[src/sac_pkg.sv]
`timescale 1ns / 1ps
// ----------------------------------------------------------------------------
// sac_pkg
// Shared types and constants of the sensor alarm classifier with blinker.
// ----------------------------------------------------------------------------
package sac_pkg;

  localparam int SAMPLE_WIDTH = 16;
  localparam int TIMER_WIDTH  = 16;

  localparam int TH_WIDTH     = 16;
  localparam int TH_WORD      = 4 * TH_WIDTH;
  localparam int HALF_WIDTH   = 16;
  localparam int CFG_IDX_W    = 3;
  localparam int CFG_DATA_W   = 64;

  // compare widths wide enough for both operands
  localparam int CMP_W = (SAMPLE_WIDTH > TH_WIDTH) ? SAMPLE_WIDTH : TH_WIDTH;
  localparam int HP_W  = (TIMER_WIDTH > HALF_WIDTH) ? TIMER_WIDTH : HALF_WIDTH;

  localparam logic [HALF_WIDTH-1:0] WARN_RESET = HALF_WIDTH'(500);
  localparam logic [HALF_WIDTH-1:0] CRIT_RESET = HALF_WIDTH'(125);

  // alert flag bit positions
  localparam int FLAG_TEMP  = 0;
  localparam int FLAG_PH    = 1;
  localparam int FLAG_TURB  = 2;
  localparam int FLAG_FAULT = 3;

  typedef enum logic [1:0] {
    LVL_NORMAL   = 2'd0,
    LVL_WARNING  = 2'd1,
    LVL_CRITICAL = 2'd2
  } level_t;

  typedef enum logic {
    CMD_READING = 1'b0,
    CMD_TICK    = 1'b1
  } cmd_t;

  typedef enum logic [CFG_IDX_W-1:0] {
    CFG_TEMP_TH   = 3'd0,
    CFG_PH_TH     = 3'd1,
    CFG_TURB_TH   = 3'd2,
    CFG_WARN_HALF = 3'd3,
    CFG_CRIT_HALF = 3'd4,
    CFG_RELAY_LVL = 3'd5
  } cfg_index_t;

  typedef struct packed {
    logic [TH_WORD-1:0]    temp_th;
    logic [TH_WORD-1:0]    ph_th;
    logic [TH_WORD-1:0]    turb_th;
    logic [HALF_WIDTH-1:0] warn_half;
    logic [HALF_WIDTH-1:0] crit_half;
    logic                  relay_active_level;
  } cfg_t;

endpackage

[src/sac_if.sv]
`timescale 1ns / 1ps
// ----------------------------------------------------------------------------
// sac channel interfaces
// Item, result and configuration write channels, valid/ready handshake.
// ----------------------------------------------------------------------------
interface sac_item_if;
  import sac_pkg::*;
  logic                           valid;
  logic                           ready;
  logic                           cmd;
  logic signed [SAMPLE_WIDTH-1:0] temp_sample;
  logic signed [SAMPLE_WIDTH-1:0] ph_sample;
  logic signed [SAMPLE_WIDTH-1:0] turb_sample;
  logic                           temp_nan;
  logic                           ph_nan;
  logic                           turb_nan;
  logic                           temp_ok;
  logic                           ph_ok;
  logic                           turb_ok;

  modport source (
    output valid, cmd, temp_sample, ph_sample, turb_sample,
           temp_nan, ph_nan, turb_nan, temp_ok, ph_ok, turb_ok,
    input  ready
  );
  modport sink (
    input  valid, cmd, temp_sample, ph_sample, turb_sample,
           temp_nan, ph_nan, turb_nan, temp_ok, ph_ok, turb_ok,
    output ready
  );
endinterface

interface sac_result_if;
  logic       valid;
  logic       ready;
  logic [1:0] alert_level;
  logic [3:0] alert_flags;
  logic       relay_on;
  logic       relay_pin;

  modport source (
    output valid, alert_level, alert_flags, relay_on, relay_pin,
    input  ready
  );
  modport sink (
    input  valid, alert_level, alert_flags, relay_on, relay_pin,
    output ready
  );
endinterface

interface sac_cfg_if;
  import sac_pkg::*;
  logic                  valid;
  logic                  ready;
  logic [CFG_IDX_W-1:0]  index;
  logic [CFG_DATA_W-1:0] data;

  modport source (output valid, index, data, input ready);
  modport sink   (input valid, index, data, output ready);
endinterface

[src/sac_cfg_regs.sv]
`timescale 1ns / 1ps
// ----------------------------------------------------------------------------
// sac_cfg_regs
// Configuration register bank; always ready, one write per transfer.
// ----------------------------------------------------------------------------
module sac_cfg_regs (
  input  logic          clk,
  input  logic          rst,
  sac_cfg_if.sink       cfg,
  output sac_pkg::cfg_t regs
);
  import sac_pkg::*;

  assign cfg.ready = 1'b1;

  always_ff @(posedge clk) begin
    if (rst) begin
      regs.temp_th            <= '0;
      regs.ph_th              <= '0;
      regs.turb_th            <= '0;
      regs.warn_half          <= WARN_RESET;
      regs.crit_half          <= CRIT_RESET;
      regs.relay_active_level <= 1'b1;
    end else if (cfg.valid) begin
      case (cfg_index_t'(cfg.index))
        CFG_TEMP_TH:   regs.temp_th   <= cfg.data[TH_WORD-1:0];
        CFG_PH_TH:     regs.ph_th     <= cfg.data[TH_WORD-1:0];
        CFG_TURB_TH:   regs.turb_th   <= cfg.data[TH_WORD-1:0];
        CFG_WARN_HALF: regs.warn_half <= cfg.data[HALF_WIDTH-1:0];
        CFG_CRIT_HALF: regs.crit_half <= cfg.data[HALF_WIDTH-1:0];
        CFG_RELAY_LVL: regs.relay_active_level <= cfg.data[0];
        default: ;  // unmapped index: ignored
      endcase
    end
  end

endmodule

[src/sac_grade.sv]
`timescale 1ns / 1ps
// ----------------------------------------------------------------------------
// sac_grade
// Classifies one sample against its packed four-threshold word.
// ----------------------------------------------------------------------------
module sac_grade (
  input  logic signed [sac_pkg::SAMPLE_WIDTH-1:0] sample,
  input  logic                                    nan,
  input  logic [sac_pkg::TH_WORD-1:0]             th,
  output sac_pkg::level_t                         grade
);
  import sac_pkg::*;

  logic signed [CMP_W-1:0] v, cl, wl, wh, ch;

  assign v  = CMP_W'(sample);
  assign cl = CMP_W'($signed(th[0*TH_WIDTH +: TH_WIDTH]));
  assign wl = CMP_W'($signed(th[1*TH_WIDTH +: TH_WIDTH]));
  assign wh = CMP_W'($signed(th[2*TH_WIDTH +: TH_WIDTH]));
  assign ch = CMP_W'($signed(th[3*TH_WIDTH +: TH_WIDTH]));

  // critical test wins over warning, NaN is always normal
  always_comb begin
    if (nan) begin
      grade = LVL_NORMAL;
    end else if (v <= cl || v >= ch) begin
      grade = LVL_CRITICAL;
    end else if (v < wl || v > wh) begin
      grade = LVL_WARNING;
    end else begin
      grade = LVL_NORMAL;
    end
  end

endmodule

[src/sensor_alarm_classifier_blinker_core.sv]
`timescale 1ns / 1ps
// ----------------------------------------------------------------------------
// sensor_alarm_classifier_blinker_core
// Sensor alarm classifier with a blinking relay driver.
//
// Channels: "item" carries readings (cmd 0) and millisecond ticks (cmd 1);
// "result" returns exactly one result per item, in order; "cfg" writes the
// threshold, half-period and relay polarity registers (always ready, write
// only while no item is in flight).
// An item is captured in the input register, then in the result
// register, where it becomes a valid result. Throughput: one item per
// cycle while result.ready is high, set by the combinational grade/timer
// update between the two registers. Stall: when result.ready is low the
// result register holds; the input register may still take one more item,
// then item.ready drops until the result is taken.
// Reset (rst, synchronous): both pipeline stages empty, level normal,
// relay off, blink timer 0, registers at their reset values.
// ----------------------------------------------------------------------------
module sensor_alarm_classifier_blinker_core (
  input  logic          clk,
  input  logic          rst,
  sac_item_if.sink      item,
  sac_result_if.source  result,
  sac_cfg_if.sink       cfg
);
  import sac_pkg::*;

  localparam logic [TIMER_WIDTH-1:0] TMAX = {TIMER_WIDTH{1'b1}};

  cfg_t regs;

  sac_cfg_regs u_cfg (
    .clk  (clk),
    .rst  (rst),
    .cfg  (cfg),
    .regs (regs)
  );

  // ---- input register ----
  logic                           s1_valid;
  logic                           s1_cmd;
  logic signed [SAMPLE_WIDTH-1:0] s1_temp, s1_ph, s1_turb;
  logic                           s1_temp_nan, s1_ph_nan, s1_turb_nan;
  logic                           s1_fault;
  logic                           s1_adv;

  // stage 1 moves on when the result register is free or being drained
  assign s1_adv     = !result.valid || result.ready;
  assign item.ready = !s1_valid || s1_adv;

  always_ff @(posedge clk) begin
    if (rst) begin
      s1_valid <= 1'b0;
    end else if (item.ready) begin
      s1_valid <= item.valid;
    end
  end

  always_ff @(posedge clk) begin
    if (item.valid && item.ready) begin
      s1_cmd      <= item.cmd;
      s1_temp     <= item.temp_sample;
      s1_ph       <= item.ph_sample;
      s1_turb     <= item.turb_sample;
      s1_temp_nan <= item.temp_nan;
      s1_ph_nan   <= item.ph_nan;
      s1_turb_nan <= item.turb_nan;
      s1_fault    <= !(item.temp_ok && item.ph_ok && item.turb_ok);
    end
  end

  // ---- classification ----
  level_t g_temp, g_ph, g_turb;

  sac_grade u_grade_temp (
    .sample (s1_temp), .nan (s1_temp_nan), .th (regs.temp_th), .grade (g_temp)
  );
  sac_grade u_grade_ph (
    .sample (s1_ph), .nan (s1_ph_nan), .th (regs.ph_th), .grade (g_ph)
  );
  sac_grade u_grade_turb (
    .sample (s1_turb), .nan (s1_turb_nan), .th (regs.turb_th), .grade (g_turb)
  );

  // ---- alarm state ----
  level_t                 level, level_next;
  logic                   relay_state, relay_state_next;
  logic [TIMER_WIDTH-1:0] edge_timer, edge_timer_next;
  logic [3:0]             flags_next;

  level_t                 lvl_max;
  logic [TIMER_WIDTH-1:0] t_inc;
  logic [HALF_WIDTH-1:0]  half;

  always_comb begin
    lvl_max = g_temp;
    if (g_ph > lvl_max) lvl_max = g_ph;
    if (g_turb > lvl_max) lvl_max = g_turb;

    t_inc = (edge_timer < TMAX) ? edge_timer + TIMER_WIDTH'(1) : edge_timer;
    half  = (level == LVL_CRITICAL) ? regs.crit_half : regs.warn_half;

    level_next       = level;
    relay_state_next = relay_state;
    edge_timer_next  = edge_timer;
    flags_next       = '0;

    case (cmd_t'(s1_cmd))
      CMD_READING: begin
        flags_next[FLAG_TEMP]  = (g_temp != LVL_NORMAL);
        flags_next[FLAG_PH]    = (g_ph   != LVL_NORMAL);
        flags_next[FLAG_TURB]  = (g_turb != LVL_NORMAL);
        flags_next[FLAG_FAULT] = s1_fault;
        // a level change restarts the blink from off
        if (lvl_max != level) begin
          level_next       = lvl_max;
          edge_timer_next  = '0;
          relay_state_next = 1'b0;
        end
      end
      CMD_TICK: begin
        edge_timer_next = t_inc;
        if (level == LVL_NORMAL) begin
          relay_state_next = 1'b0;
        end else if (HP_W'(t_inc) >= HP_W'(half)) begin
          edge_timer_next  = '0;
          relay_state_next = !relay_state;
        end
      end
      default: ;
    endcase
  end

  // ---- state and result register ----
  always_ff @(posedge clk) begin
    if (rst) begin
      level        <= LVL_NORMAL;
      relay_state  <= 1'b0;
      edge_timer   <= '0;
      result.valid <= 1'b0;
    end else if (s1_adv) begin
      result.valid <= s1_valid;
      if (s1_valid) begin
        level       <= level_next;
        relay_state <= relay_state_next;
        edge_timer  <= edge_timer_next;
      end
    end
  end

  always_ff @(posedge clk) begin
    if (s1_adv && s1_valid) begin
      result.alert_level <= level_next;
      result.alert_flags <= flags_next;
      result.relay_on    <= relay_state_next;
      result.relay_pin   <= relay_state_next ? regs.relay_active_level
                                             : !regs.relay_active_level;
    end
  end

endmodule
[src/flat_wrapper.sv]
// flat-port wrapper written by rule: the top's interface ports become plain ports
module sensor_alarm_classifier_blinker_core_flat import sac_pkg::*;
  (clk, rst, item_valid, item_cmd, item_temp_sample, item_ph_sample, item_turb_sample, item_temp_nan, item_ph_nan, item_turb_nan, item_temp_ok, item_ph_ok, item_turb_ok, item_ready, result_valid, result_alert_level, result_alert_flags, result_relay_on, result_relay_pin, result_ready, cfg_valid, cfg_index, cfg_data, cfg_ready);
  sac_item_if item_i ();
  sac_result_if result_i ();
  sac_cfg_if cfg_i ();
  input  logic clk;
  input  logic rst;
  input wire logic [$bits(item_i.valid)-1:0] item_valid;
  input wire logic [$bits(item_i.cmd)-1:0] item_cmd;
  input wire logic [$bits(item_i.temp_sample)-1:0] item_temp_sample;
  input wire logic [$bits(item_i.ph_sample)-1:0] item_ph_sample;
  input wire logic [$bits(item_i.turb_sample)-1:0] item_turb_sample;
  input wire logic [$bits(item_i.temp_nan)-1:0] item_temp_nan;
  input wire logic [$bits(item_i.ph_nan)-1:0] item_ph_nan;
  input wire logic [$bits(item_i.turb_nan)-1:0] item_turb_nan;
  input wire logic [$bits(item_i.temp_ok)-1:0] item_temp_ok;
  input wire logic [$bits(item_i.ph_ok)-1:0] item_ph_ok;
  input wire logic [$bits(item_i.turb_ok)-1:0] item_turb_ok;
  output wire logic [$bits(item_i.ready)-1:0] item_ready;
  output wire logic [$bits(result_i.valid)-1:0] result_valid;
  output wire logic [$bits(result_i.alert_level)-1:0] result_alert_level;
  output wire logic [$bits(result_i.alert_flags)-1:0] result_alert_flags;
  output wire logic [$bits(result_i.relay_on)-1:0] result_relay_on;
  output wire logic [$bits(result_i.relay_pin)-1:0] result_relay_pin;
  input wire logic [$bits(result_i.ready)-1:0] result_ready;
  input wire logic [$bits(cfg_i.valid)-1:0] cfg_valid;
  input wire logic [$bits(cfg_i.index)-1:0] cfg_index;
  input wire logic [$bits(cfg_i.data)-1:0] cfg_data;
  output wire logic [$bits(cfg_i.ready)-1:0] cfg_ready;
  assign item_i.valid = item_valid;
  assign item_i.cmd = item_cmd;
  assign item_i.temp_sample = item_temp_sample;
  assign item_i.ph_sample = item_ph_sample;
  assign item_i.turb_sample = item_turb_sample;
  assign item_i.temp_nan = item_temp_nan;
  assign item_i.ph_nan = item_ph_nan;
  assign item_i.turb_nan = item_turb_nan;
  assign item_i.temp_ok = item_temp_ok;
  assign item_i.ph_ok = item_ph_ok;
  assign item_i.turb_ok = item_turb_ok;
  assign item_ready = item_i.ready;
  assign result_valid = result_i.valid;
  assign result_alert_level = result_i.alert_level;
  assign result_alert_flags = result_i.alert_flags;
  assign result_relay_on = result_i.relay_on;
  assign result_relay_pin = result_i.relay_pin;
  assign result_i.ready = result_ready;
  assign cfg_i.valid = cfg_valid;
  assign cfg_i.index = cfg_index;
  assign cfg_i.data = cfg_data;
  assign cfg_ready = cfg_i.ready;
  sensor_alarm_classifier_blinker_core u_core (.clk(clk), .rst(rst), .item(item_i), .result(result_i), .cfg(cfg_i));
endmodule
[config.mk]
export PLATFORM = sky130hd
export DESIGN_NAME = sensor_alarm_classifier_blinker_core_flat
export DESIGN_NICKNAME = d
export VERILOG_FILES = /design/src/sac_pkg.sv /design/src/sac_if.sv /design/src/sac_cfg_regs.sv /design/src/sac_grade.sv /design/src/sensor_alarm_classifier_blinker_core.sv /design/src/flat_wrapper.sv
export SDC_FILE = /design/constraint.sdc
export NUM_CORES = 1
export LEC_CHECK = 0
export CORE_MARGIN = 1
export CORE_UTILIZATION = 50
export DETAILED_ROUTE_END_ITERATION = 12
export DONT_BUFFER_PORTS = 1
export PLACE_DENSITY = 0.76
export SYNTH_ARGS = -nofsm -noshare
export SYNTH_HDL_FRONTEND = slang
export SYNTH_SLANG_ARGS = --single-unit
[constraint.sdc]
create_clock -name clk -period 5.5 [get_ports clk]
set_input_delay 0.825 -clock clk [delete_from_list [all_inputs] [get_ports clk]]
set_output_delay 0.825 -clock clk [all_outputs]
set_load 0.01 [all_outputs]
==> metrics.csv <==
metric;value;unit
grt_busiest_layer;met2;
syn-num-nets;2349;
power.density;282;nW/um^2
use_met2;0.467;
combPwrFrac;0.106;
violations;setup timing;
hold-path-cell-count;0;
htree_levels;2;
synthArstFlopShare;0;
die_x;185;um
cts_buffers;35;
drt-wirelength-per-cell;20.2;um
skew;0.0324;ns
ys_ff_latch;307;
syn_area_per_cell;8.31;sq um
grt_start_max_net_pins;249;
viasPerCell;5.76;
regArea;6760;sq um
max_freq;179;MHz
critPathSlowestCell;or4_4;
area_growth_syn_to_layout;16.1;%
reg2reg_slack;-0.1;ns
period_share;1.02;
synthTopCellsByArea;dfxtp_1, ha_1, nand2_1, edfxtp_1, a21oi_1;
netlist_area;16700;sq um
path_buf_inv;3;
ant_nets;0;
clkPwrFrac;0.451;
drt_pass1_iterations;5;
ir_worst_vdd;0.303;mV
fin_crit;5.60;ns
gp_congestion;0.924;
insertion_delay;0.55;ns
synthCells;2010;
synth_ff_type;dfxtp_1;
multi_input_area;9410;sq um
synth_top_area_share;0.295;
path_max_fanout;4;
drt-initial-drc-count;1246;
synth_top_cell_by_area;dfxtp_1;
finalWorstSetupSlack;-0.0974;ns
critPathLaunchType;register;
cp.arrival;6.07;ns
cts_hold_buffers;0;
fillCellCount;2832;
switchingPower;0.00135;W
cpPeakStageDelay;0.55;ns
cp.required;5.97;ns
synth_commonest_cells;nand2_1, a21oi_1, dfxtp_1, ha_1, inv_1;
worstMarginPinSlew;1.18;ns
synth-edff-count;61;
num_io_pins;138;
drc;0;
cap_viol_max_count;0;
p_sw_frac;0.247;
clk_pin_slew_worst_paths;0.06;ns
hold_viol;0;
drt-total-wl;51000;um
pwr-share-seq;0.443;
cts_root_buf;clkbuf_16;
r2r_end;u_core.edge_timer[15];
design_area;19400;sq um
finalSetupViolCount;9;
grt_usage;0.290;
die_area;34200;sq um
hold_class;in -> reg;
coreArea;32700;sq um
postPlaceCellArea;17400;sq um
drive_gt1_frac;0.114;
grt_pass1_vias;13700;
yosysSeqAreaShare;0.404;
critPathKind;reg -> reg;
end_kind;register;
placement_rows;66;
drv_slew;0;
vias;14500;
slew_headroom;0.213;
hpwl;36400;um
cts_tree;done;
clockBufferDepth;3;
status;complete, but fails checks;
rsz0062_at_grt;true;
antenna_found_initial;6;
grt_overflow_total;0;
grt_pass1_wl;75200;um
layout.nets;2388;
fp.dieH;185;um
leakagePower;7.15;nW
io_buffer_count;0;
post_synth_num_cell_types;75;
synth_most_common_cell;nand2_1;
r2r_start;u_core.s1_temp[15];
use_met3;0.0551;
worst_hold_path.endpoint;u_core.s1_turb[12];
critical-path-top-delay-family;simple AND/OR/NAND/NOR gates;
met1_usage;0.366;
post-place-ws;-0.128;ns
initial_core_util;0.511;
ys.warnings.count;0;
reg2reg_depth;27;
total_power;0.00548;W
cts_sinks;307;
p_int;0.00413;W
min_from;item_turb_sample[12];
[worst reg2reg max path: cells and delay by family, from the launching register on]
family | cells | cell delay, ns
AOI/OAI and AO/OA | 8 | 1.33
muxes | 1 | 0.30
adders and majority gates | 3 | 0.67
and+or+nand+nor | 12 | 2.35
buffers and inverters | 3 | 0.41
DFF | 1 | 0.50
[worst max-delay path by stage]
stage	startpoint	to	cells past startpoint
finish	u_core.s1_temp[15]	u_core.edge_timer[15]	27
global route	u_core.s1_temp[6]	u_core.edge_timer[15]	24
CTS	u_core.s1_ph[10]	u_core.edge_timer[14]	24
detailed placement	u_core.s1_temp[7]	u_core.edge_timer[14]	25
global placement	u_core.s1_ph[10]	u_core.edge_timer[15]	24
floorplan	u_core.s1_ph[10]	u_core.edge_timer[14]	25
[power groups by stage]
stage / sequential, W / clock, W / combinational (W)
final: 0.00243 / 0.00247 / 0.000581
after global routing: 0.00243 / 0.00258 / 0.000644
after CTS: 0.00242 / 0.00249 / 0.000502
after detailed placement: 0.00247 / 0 / 0.000493
after global placement: 0.00247 / 0 / 0.000470
after floorplan: 0.00245 / 0 / 0.000372
[cells in the final DEF (no fill, tap or decap), drive strengths merged, types with 5 or more instances in the layout]
cell type / n
a31oi: 8
nor2: 46
buf: 89
clkbuf: 50
nand4: 51
nand3: 27
a211o: 5
nand2b: 18
ha: 212
nand2: 497
a2111oi: 10
xnor2: 10
o21a: 9
a211oi: 10
nor3: 10
a21oi: 296
or4: 5
nor2b: 17
o21ai: 23
clkinv: 7
nand3b: 15
inv: 205
or3: 7
a21o: 23
mux2: 5
o211ai: 13
dfxtp: 246
edfxtp: 61
mux2i: 19
nor4: 10
or2: 7
and4: 8
[sequential cells by signal (all words and copies together) (netlist names), 2 cells and up]
signal	flops
u_core.u_cfg.regs	225
u_core.edge_timer	16
u_core.s1_ph	16
u_core.s1_temp	16
u_core.s1_turb	16
u_core.result.alert_flags	4
u_core.level	2
u_core.result.alert_level	2
[cells by family (layout without fill, tap and decap cells)]
logic type	after synthesis	in the layout	synth area share
XOR/XNOR	11	11	0.00577
other	1	5	0.000224
multiplexers	24	24	0.0154
AND/OR/NAND/NOR	730	730	0.195
buffers and inverters	291	356	0.0661
AO/OA/AOI/OAI	434	434	0.154
flip-flops	307	307	0.404
adder cells (fa/ha/maj)	212	212	0.159
[area by class of cell]
class,count,share of cell area
multi-input cells,1412,0.485
flip-flops and latches,307,0.348
clock buffers,50,0.0529
inverters,204,0.0395
repair buffers,89,0.0357
well taps,442,0.0285
clock inverters,13,0.00993
diodes,4,0.000516
[per-layer routing]
metal	wire (um)	vias up	part of all wire
li1	-	6948	-
met1	21100	6888	0.41
met2	23500	547	0.46
met3	3570	139	0.070
met4	2770	4	0.054
met5	82	-	0.0016
[timing repair]
action	CTS	global route
resized for setup	6	80
setup buffers	1	25
pin swaps	1	42
endpoints found under the setup margin	16	18
gates cloned	0	1
[metrics by stage]
step / util / hold WS [ns] / TNS, ns / std cells
2_1_floorplan: - / 0.433 / 0 / 2010
3_3_place_gp: 0.533 / 0.438 / 0 / 2428
3_5_place_dp: 0.533 / 0.442 / -1.15 / 2428
4_1_cts: 0.571 / 0.353 / 0 / 2492
5_1_grt: 0.593 / 0.359 / -2.97 / 2520
6_report: 0.593 / 0.366 / -0.332 / 2521
(Power assumes the default switching activity.)
